--- config.mk ---
export PLATFORM = sky130hd
export DESIGN_NAME = blc_cell
export DESIGN_NICKNAME = d
export VERILOG_FILES = /design/src/design/blc_pkg.sv /design/src/design/blc_cell.sv
export SDC_FILE = /design/constraint.sdc
export NUM_CORES = 1
export LEC_CHECK = 0
export BUFFER_PORTS_ARGS = -buffer_cell sky130_fd_sc_hd__buf_2
export CAP_MARGIN = 20
export CELL_PAD_IN_SITES_DETAIL_PLACEMENT = 1
export CELL_PAD_IN_SITES_GLOBAL_PLACEMENT = 2
export CORE_ASPECT_RATIO = 0.9
export CORE_MARGIN = 2
export CORE_UTILIZATION = 21
export CTS_CLUSTER_DIAMETER = 120
export CTS_CLUSTER_SIZE = 30
export DETAILED_ROUTE_END_ITERATION = 12
export PLACE_DENSITY = 0.82
export SETUP_SLACK_MARGIN = 0.5
export SLEW_MARGIN = 25
export SYNTH_ARGS = -nofsm -noshare
export SYNTH_HDL_FRONTEND = slang
export SYNTH_SLANG_ARGS = --single-unit
--- constraint.sdc ---
create_clock -name clk -period 1 [get_ports clk]
set_input_delay 0.05 -clock clk [delete_from_list [all_inputs] [get_ports clk]]
set_output_delay 0.05 -clock clk [all_outputs]
set_load 0.05 [all_outputs]
--- src/design/blc_pkg.sv ---
// Shared types and constants for the lookahead cache unit.
package blc_pkg;

  localparam logic CMD_ACCESS = 1'b0;
  localparam logic CMD_DRAIN  = 1'b1;

  localparam int REG_BLOCK_SHIFT   = 0;
  localparam int REG_WINDOW_LENGTH = 1;

  localparam int CFG_IDX_W  = 1;
  localparam int CFG_DATA_W = 11;
  localparam int CNT_W      = 48;

  typedef enum logic [2:0] {
    ST_IDLE,
    ST_SHIFT,
    ST_SCAN,
    ST_LOOK,
    ST_EMIT
  } state_t;

  // Control for the window shift chain.
  typedef struct packed {
    logic push;
    logic pop;
  } chain_ctl_t;

endpackage

--- src/design/blc_cell.sv ---
// One window cell: holds an entry and compares it with a probe block.
module blc_cell
  import blc_pkg::*;
#(
  parameter int AW = 48
) (
  input  logic          clk,
  input  logic          load,
  input  logic [AW-1:0] load_val,
  input  logic [AW-1:0] probe,
  output logic [AW-1:0] value,
  output logic          match
);

  logic [AW-1:0] val_r;

  always_ff @(posedge clk) begin
    if (load) begin
      val_r <= load_val;
    end
  end

  assign value = val_r;
  assign match = (val_r == probe);

endmodule

After elaboration in Yosys (flattened, before gate mapping)
Cells that the tools add are included.
Storage, ports and cells
  output and inout bits: 49
  register bits: 48
  input bits: 98
Cells by class
  eq/ne operators: 1
Operators with widths (count)
  == test 48 bit: 1

Logic depth before layout (Yosys ltp)
  depth in word-level cells: 1
  gate-level depth with buffers: 4

Worst setup path before layout
OpenSTA, ideal clock, no wires.
  kind: register to output
  start: reg val_r[35], in the netlist value[35]
  end: out match
  buffers on the path: 0
  arrival time: 1.918 ns
  cell stages (with the launch flop): 5
  setup slack: -0.968 ns
  path through: edfxtp_1 -> xor2_1 -> nor4_1 -> nand4_1 -> nor3_2
Between the ends
  cells in the longest elaborated chain, start to end: 1
RTL lines
  start: declaration: line blc_cell.sv:15  | logic [AW-1:0] val_r;
  start signal: assignment: line blc_cell.sv:19  | val_r <= load_val;
  == test 48 bit: line blc_cell.sv:24  | assign match = (val_r == probe);
  end: declaration: line blc_cell.sv:12  | output logic match
No other way between the ends.

Worst setup path after layout
  start: reg val_r[34], in the netlist value[34]
  end: out match
The elaborated chain is that of the path after synthesis.

==> results.md <==
* Fin crit period at 1.95 ns
* Core area at slightly above 9000 um^2
* Commonest non-fill, non-tap cell in the layout: buf_2
* Die X at 106 um
* Crit path max fanout at 2
* Grt total ovfl at 0
* Arr. time, crit path at about 1.9 ns
* Router iterations before antenna repair at 4
* Max Cap Viol at 0
* Largest family of logic cells by synthesized area: XOR/XNOR gates
* H-tree Lvls at 2
* Initial DRC Count at 38
* Synth Area in Compound Gates at 0
* CP Launch Type: flip-flop
* Area delta synth->final at 76.1%
* Syn. warnings at 0
* Critical path data required time at ~0.95 ns
* Clk pwr share at 0.208
* Initial core utilization at 0.215
* Final slew viol count at 0
* Synth Net Count at 210
* Failing checks: hold timing, setup timing
* Pint at roughly 3.5 mW
* Dpl hpwl at between 4000 and 5000 um
* Worst Min Path Start: load_val[3]
* Layout cells sized above 1 at 0.624
* Cell Count, Final, Fillers Out at ~400
* Pin count of the biggest net entering global routing at 29
* Combinational share of power at 0.291
* TritonCTS Buffers at 5
* Max Buffers Root-to-Sink at 2
* Final hold vios at 48
* Max FFs per register at 48
* Antenna cells at 0
* Clock Sinks at 48
* Placed Area at roughly 3000 um^2
* Drt drc at 0
* Sw power at roughly 1.6 mW
* Register Area at roughly 1400 um^2
* Most frequent cells in the layout: 97 x buf_2, 50 x buf_6, 48 x xor2_1, 48 x edfxtp_1, 7 x buf_4
* Boundary Pins at roughly 150
* Switching share of power at 0.312
* Final setup fails at 10
* Post-synthesis adder-cell area fraction at 0
* Nets@finish at between 300 and 400
* Post-synthesis cell count at about 110
* Top cell type's share of synthesized area at 0.733
* Pleak at between 1.5 and 2 nW
* Placed Cells at approximately 390
* CTS tree: done
* Worst Tran Pin Value at between 0.3 and 0.4 ns
* Outcome: finished, violations left
* Post-Synth Simple-Gate Area at 0.0528
* Gpl congestion at 0.709
* Hold Crit Depth at 1
* Port Buf Inserts at 146
* Via density at 3.92
* # fillers at 968
* Mux contribution to synthesized area at 0
* Final WL at around 5600 um
* First-pass GRT wire length at 8250 um
* DR vias at 1572
* RSZ-0062 raised after global routing: yes
* Die height at approximately 96 um
* Post-route setup slack at -0.947 ns
* Sequential Power Share at 0.501
* Leading area contributor after synthesis: edfxtp_1
* Setup WS pre-CTS at -0.762 ns
* Pwr per Cell Area at 1460 nW/um^2
* CP endpoint kind: primary output
* Hold endpoint: value[3]$_DFFE_PP_
* Routed Antenna Nets at 0
* Initial antenna violation count at 0
* Synth area leaders: edfxtp_1 73%, xor2_1 21%, nor4_1 3.8%
* Maximum VDD drop at between 0.6 and 0.7 mV
* Clk slew on worst S/H paths at approximately 0.09 ns
* Die ar. at 10200 um^2
* Final instance area at 3460 um^2
* Crit Path Class: flip-flop to primary output
* Vias in the first global route at 1705
* Slew margin rel. at 0.786
* Avg Cell Area, Syn at between 15 and 20 um^2
* Clk root buf: clkbuf_8
* Tightest hold margin at -0.0697 ns
* Wire per inst at about 14 um
* All-Layer GR Usage at 0.106
* Post-synthesis sequential area ratio at 0.733
* Fin crit share at 1.95
* Footprint of the multi-input gates at 568 um^2
* #FFs+latches synth at between 40 and 50
* HP Class: input pin to flip-flop
* Cell Area, Synth at between 1500 and 2000 um^2
* Synth Area in XOR/XNOR at 0.214
* Row count at 33
* Peak Freq at 514 MHz
* Post-synthesis cell type count at 5
## cell usage after synthesis
cell type,instances
edfxtp_1,48
nand4_1,3
nor3_2,1
nor4_1,12
xor2_1,48
## kinds of logic (layout without fill, tap and decap cells)
logic type,Yosys count,count (layout)
XOR/XNOR,48,48
flip-flops,48,48
AND/OR/NAND/NOR,16,16
buffers and inverters,0,167
## metal layers
metal / share of wire / track usage
met1: 0.36 / 0.114
met3: 0.085 / 0.0339
met2: 0.55 / 0.201
met4: 0.0080 / 0.0296
met5: 0 / 0
## worst max-delay path: stages, from the launching register on
cell	delay, ns
edfxtp_1	0.42
xor2_1	0.17
nor4_1	0.30
buf_4	0.16
nand4_1	0.16
nor3_4	0.23
buf_6	0.18
## layout make-up
cell class,count,share of cell area
flip-flops and latches,48,0.416
well taps,122,0.0441
multi-input cells,64,0.164
clock buffers,5,0.0199
repair buffers,162,0.356
## metrics by stage
step	utilization	total power [mW]	TNS, ns
global placement	0.327	3.73	-0.731
CTS	0.375	5.11	-1.57
detailed placement	0.327	3.76	-0.762
global route	0.379	5.28	-1.98
floorplan	-	3.25	-0.816
finish	0.379	5.05	-1.44
## power by group through the flow
stage | Clock [mW] | Sequential (mW) | Combinational (mW)
floorplan | 0 | 3.09 | 0.162
finish | 1.05 | 2.53 | 1.47
detailed placement | 0 | 2.54 | 1.22
global route | 1.18 | 2.55 | 1.55
global placement | 0 | 2.53 | 1.20
CTS | 1.13 | 2.53 | 1.46
## timing repair
item                                    in CTS  in global routing
endpoints found under the hold margin       48                 48
pin swaps                                    4                  1
setup buffers                                1                  1
resized for setup                          108                 10
gates cloned                                 0                  0
endpoints found under the setup margin      49                 49
## worst max-delay path by stage
stage,startpoint,endpoint,slack (ns),depth (start not counted)
after floorplan,value[25]$_DFFE_PP_,match,-0.82,4
after global placement,value[5]$_DFFE_PP_,match,-0.73,5
after detailed placement,value[9]$_DFFE_PP_,match,-0.76,6
after CTS,value[1]$_DFFE_PP_,match,-0.96,6
after global routing,value[34]$_DFFE_PP_,match,-1.06,6
final,value[34]$_DFFE_PP_,match,-0.95,6
No activity file was read; power rests on OpenSTA's default activity.
